==> src/rtl/line_pixel_rasterizer_assert.svh <==
// ----------------------------------------------------------------------------
// line pixel rasterizer assertion macros
// clocked on aclk, disabled while aresetn is low
// ----------------------------------------------------------------------------
`ifndef LINE_PIXEL_RASTERIZER_ASSERT_SVH
`define LINE_PIXEL_RASTERIZER_ASSERT_SVH

// same-cycle implication
`define LPR_ASSERT_IMP(label, ante, cons, msg) \
    label: assert property (@(posedge aclk) disable iff (!aresetn) (ante) |-> (cons)) \
        else $error(msg);

// next-cycle implication
`define LPR_ASSERT_NXT(label, ante, cons, msg) \
    label: assert property (@(posedge aclk) disable iff (!aresetn) (ante) |=> (cons)) \
        else $error(msg);

`endif

==> src/rtl/lpr_pkg.sv <==
// ----------------------------------------------------------------------------
// lpr_pkg
// shared types and codes of the line pixel rasterizer
// ----------------------------------------------------------------------------
`timescale 1ns / 1ps

package lpr_pkg;

    localparam logic KIND_START = 1'b0;
    localparam logic KIND_NEXT  = 1'b1;

    typedef struct packed {
        logic load;
        logic walk;
        logic emit;
    } lpr_cmd_t;

    typedef struct packed {
        logic load_walk;
        logic walk_last;
        logic line_active;
    } lpr_sts_t;

endpackage

==> src/rtl/lpr_ctrl.sv <==
// ----------------------------------------------------------------------------
// lpr_ctrl
// handshake control and sequencing of the step buffer walk
// ----------------------------------------------------------------------------
`timescale 1ns / 1ps

module lpr_ctrl
    import lpr_pkg::*;
(
    input  logic     aclk,
    input  logic     aresetn,
    input  logic     s_valid,
    output logic     s_ready,
    input  logic     s_kind,
    output logic     m_valid,
    input  logic     m_ready,
    output lpr_cmd_t cmd,
    input  lpr_sts_t sts
);

    localparam logic [1:0] ST_IDLE   = 2'd0;
    localparam logic [1:0] ST_WALK   = 2'd1;
    localparam logic [1:0] ST_SETTLE = 2'd2;

    logic [1:0] state_reg, state_next;
    logic       m_valid_reg, m_valid_next;
    logic       accept;

    always_comb begin
        s_ready  = (state_reg == ST_IDLE) && (!m_valid_reg || m_ready);
        accept   = s_valid && s_ready;
        cmd.load = accept && (s_kind == KIND_START);
        cmd.emit = accept && (s_kind == KIND_NEXT) && sts.line_active;
        cmd.walk = (state_reg == ST_WALK);
    end

    always_comb begin
        state_next = state_reg;
        case (state_reg)
            ST_IDLE: begin
                if (cmd.load && sts.load_walk) begin
                    state_next = ST_WALK;
                end
            end
            ST_WALK: begin
                if (sts.walk_last) begin
                    state_next = ST_SETTLE;
                end
            end
            ST_SETTLE: begin
                state_next = ST_IDLE;
            end
            default: begin
                state_next = ST_IDLE;
            end
        endcase
    end

    always_comb begin
        if (cmd.emit) begin
            m_valid_next = 1'b1;
        end else if (m_ready) begin
            m_valid_next = 1'b0;
        end else begin
            m_valid_next = m_valid_reg;
        end
    end

    always_ff @(posedge aclk) begin
        if (!aresetn) begin
            state_reg   <= ST_IDLE;
            m_valid_reg <= 1'b0;
        end else begin
            state_reg   <= state_next;
            m_valid_reg <= m_valid_next;
        end
    end

    assign m_valid = m_valid_reg;

endmodule

==> config.mk <==
export PLATFORM = sky130hd
export DESIGN_NAME = lpr_ctrl
export DESIGN_NICKNAME = d
export VERILOG_FILES = /design/src/rtl/line_pixel_rasterizer_assert.svh /design/src/rtl/lpr_pkg.sv /design/src/rtl/lpr_ctrl.sv
export SDC_FILE = /design/constraint.sdc
export NUM_CORES = 1
export LEC_CHECK = 0
export BUFFER_PORTS_ARGS = -buffer_cell sky130_fd_sc_hd__buf_2
export CORE_AREA = 2 2 39 41
export DETAILED_ROUTE_END_ITERATION = 8
export DIE_AREA = 0 0 41 43
export GPL_TIMING_DRIVEN = 0
export HOLD_SLACK_MARGIN = 0.03
export PLACE_DENSITY_LB_ADDON = 0.08
export RECOVER_POWER = 100
export SLEW_MARGIN = 20
export SYNTH_ARGS = -nofsm -noshare
export SYNTH_HDL_FRONTEND = slang
export SYNTH_SLANG_ARGS = --single-unit
export TNS_END_PERCENT = 50
==> constraint.sdc <==
create_clock -name aclk -period 0.87 [get_ports aclk]
set_input_delay 0.087 -clock aclk [delete_from_list [all_inputs] [get_ports aclk]]
set_output_delay 0.087 -clock aclk [all_outputs]
set_load 0.03 [all_outputs]
# == Yosys cells after proc, flatten, opt, wreduce, memory -nomap -nowiden ==
# Cells that the tools add are included.
# op_classes
bitwise,1
n_eq_ne,3
mux,5
reduce_logical,11
# op_table
cell,count
1-bit logical AND,6
2-bit 2-to-1 mux,2
2-bit by 1-bit != test with 1-bit output (second input constant),2
2-bit case mux with 2 select lines,1
2-bit by 1-bit equality test with 1-bit output (second input constant),1
2-bit zero test,1
1-bit 2-to-1 mux,2
2-bit AND reduction,1
2-bit nonzero test,1
1-bit zero test,1
1-bit logical OR,1
1-bit NOT,1
# totals
in_bits,8
output_inout_bits,5
ff_bits,3

# == Depth between registers and ports, before layout ==
# depth
ltp_word,8
depth_mapped,3
depth_no_buf,2

# == Worst setup path after synthesis ==
# OpenSTA, ideal clock, no wires.
# synth_timing
kind,flip-flop to output port
start,"register m_valid_reg, in the netlist m_valid"
end,output port cmd[2] (netlist bit)
arrival_ps,1285
path_stages_with_launch,3
slack_ps,-502
path_cell_list,dfxtp_1 and2b_4 nor4b_2
# synth_rtl
element,line,text
"start, declared",lpr_ctrl.sv:26,"logic m_valid_reg, m_valid_next;"
"start signal, assigned",lpr_ctrl.sv:75,m_valid_reg <= m_valid_next;
"end, declared",lpr_ctrl.sv:17,"output lpr_cmd_t cmd,"

==> out/metrics.cfg <==
[run_status]
status=finished, violations left
violations=setup timing

[min_path]
hold_class=primary input to register

[timing]
fin_crit_sh=1.49
layout_min_cycle_time_ns=1.30
worst_slew_pin_slew_ns=0.203
rsz0062_at_grt=yes
skew_ns=0.000136
setup_viol=7
slew_headroom=0.864
setup_ws_ns=-0.427
hold_viol=0
hold_slack_ns=0.140
slew_viol_final=0
max_freq_ghz=0.771

[floorplanning]
die_area_mm2=0.00176
die_w_um=41
start_util=0.137
row_count=14
coreArea_mm2=0.00138
fp.dieH_um=43
pin_count=13

[layout]
diodes=0
drive_gt1_frac=0.784
largest_reg_flops=2
nets=46
area_growth_pct=92.1
utilization=0.262

[logic_synthesis]
synth_seq_area_share=0.318
synth_top_area_cell=dfxtp_1
synthTopCellsByArea=dfxtp_1 32%, o31ai_2 13%, nor4b_2 7.9%, nand4bb_1 6.0%, and2b_4 5.3%
synth_fp_nets=26
synth_commonest_cells=3 x dfxtp_1, 2 x o31ai_2
ys.flop_type=dfxtp_1
synth_edf_count=0
synth_cells=18
ys_ff_latch=3
syn-cell-area_um2=189
synth_top_cell_area_share=0.318
synth.most_common_cell=dfxtp_1
ys_types=15
yosys_warnings=0
synth.avg_cell_area_um2=10.5
async_reset_ff_frac=0

[global_routing]
grt_pass1_vias=241
grt_overflow=0
grt_max_degree=6
grt_usage=0.0863
antenna_found_initial=0
grt_pass1_wl_um=972

[power_and_ir_drop]
seqPwrFrac=0.287
switchingPower_uw=129
p_leak_nw=0.164
p_int_uw=373
comb_power_share=0.240
power.total_uw=502
clockPowerShare=0.473
p_per_area_mw_per_mm2=1380
switching_share=0.258
worst_ir_drop_vdd_uv=359

[setup_path]
endpoint_kind=output pin
path_class=register to output pin
cp_max_fo=5
critPathLaunchType=register
arrival_ns=1.21
required_ns=0.78
cpLargestDelayFamily=simple AND/OR/NAND/NOR gates
slowest_delay_ns=0.31
path_cells=or2_4, nor4b_4, buf_6
worstPathBufferInverterCount=1
cp_slowest_cell=dfxtp_2

[route]
num_vias=211
route.detailed.drc=0
final_antenna_net_count=0
viasPerCell=3.98
drt-initial-drc-count=2
wl_per_cell_um=10.4
first_pass_iters=2
wirelength_um=549

[clock_network]
cts_root_buf=clkbuf_4
clk_path_buf_depth=2
htree_levels=1
cts_tree=done
cts_num_sinks=3
cts_buffers=3
cts_hold_buf=0
clkTransAtPathRegs_ns=0.03
clock_latency_ns=0.23

[placement]
dp_worst_setup_slack_ns=-0.281
routabilityCongestion=0.621
numPortBuffers=12

[flow_run]
drv_cap=0

[stage by stage]
step           instances  area (µm²)  setup TNS (ns)
6_report              53         363           -1.57
3_5_place_dp          46         282          -0.631
3_3_place_gp          46         282          -0.668
2_1_floorplan         18         201          -0.616
4_1_cts               52         355           -1.52
5_1_grt               53         363           -1.95
[cells by family (layout without fill, tap and decap cells)]
group | after synthesis | after routing | synth area share
DFF | 3 | 3 | 0.318
buffers and inverters | 1 | 20 | 0.0397
and+or+nand+nor | 12 | 12 | 0.510
AOI/OAI and AO/OA | 2 | 2 | 0.132
[power by group through the flow]
stage | clock network [mW] | registers, mW | logic, mW
global route | 0.262 | 0.145 | 0.129
detailed placement | 0 | 0.146 | 0.0982
CTS | 0.247 | 0.144 | 0.119
finish | 0.238 | 0.144 | 0.120
floorplan | 0 | 0.149 | 0.0556
global placement | 0 | 0.146 | 0.0973
[timing repair]
action                                  in CTS  in global routing
endpoints found under the setup margin       6                  8
setup buffers                                2                  1
pin swaps                                    5                  0
gates resized for setup                     10                  0
[final timing paths]
kind / from / end / slack, ns / cells past startpoint
worst max-delay path: state_reg[0] / cmd[2] / -0.43 / 3
worst min-delay path: sts[1] / state_reg[1] / 0.14 / 2
worst max register to register: state_reg[0] / state_reg[1] / -0.12 / 4
worst min register to register: m_valid / m_valid / 0.52 / 2
[per-layer routing]
layer	track usage	routed length [µm]	up-vias
met5	0	0	-
met4	0.0800	0	0
met3	0.0157	33	0
met2	0.113	259	11
met1	0.113	256	92
li1	-	-	108
[placed cells by master (no fill, tap or decap), drive strengths merged]
| cell type | Yosys | final |
|---|---|---|
| buf | 1 | 16 |
| clkbuf | 0 | 4 |
| dfxtp | 3 | 3 |
| o31ai | 2 | 2 |
| and2b | 2 | 2 |
| or2 | 1 | 1 |
| nand3 | 1 | 1 |
| nor3 | 1 | 1 |
| nor2 | 1 | 1 |
| nor4b | 1 | 1 |
| nand4 | 1 | 1 |
| nand3b | 1 | 1 |
| nand4b | 1 | 1 |
| nand4bb | 1 | 1 |
| and3 | 1 | 1 |
[layout make-up]
class | count | area [µm²]
flip-flops and latches | 3 | 65.1
multi-input cells | 14 | 140
well taps | 16 | 20.0
clock buffers | 4 | 26.3
repair buffers | 15 | 104
plain buffers | 1 | 7.51
fillers | 149 | 1020
No activity file was read; power rests on OpenSTA's default activity.
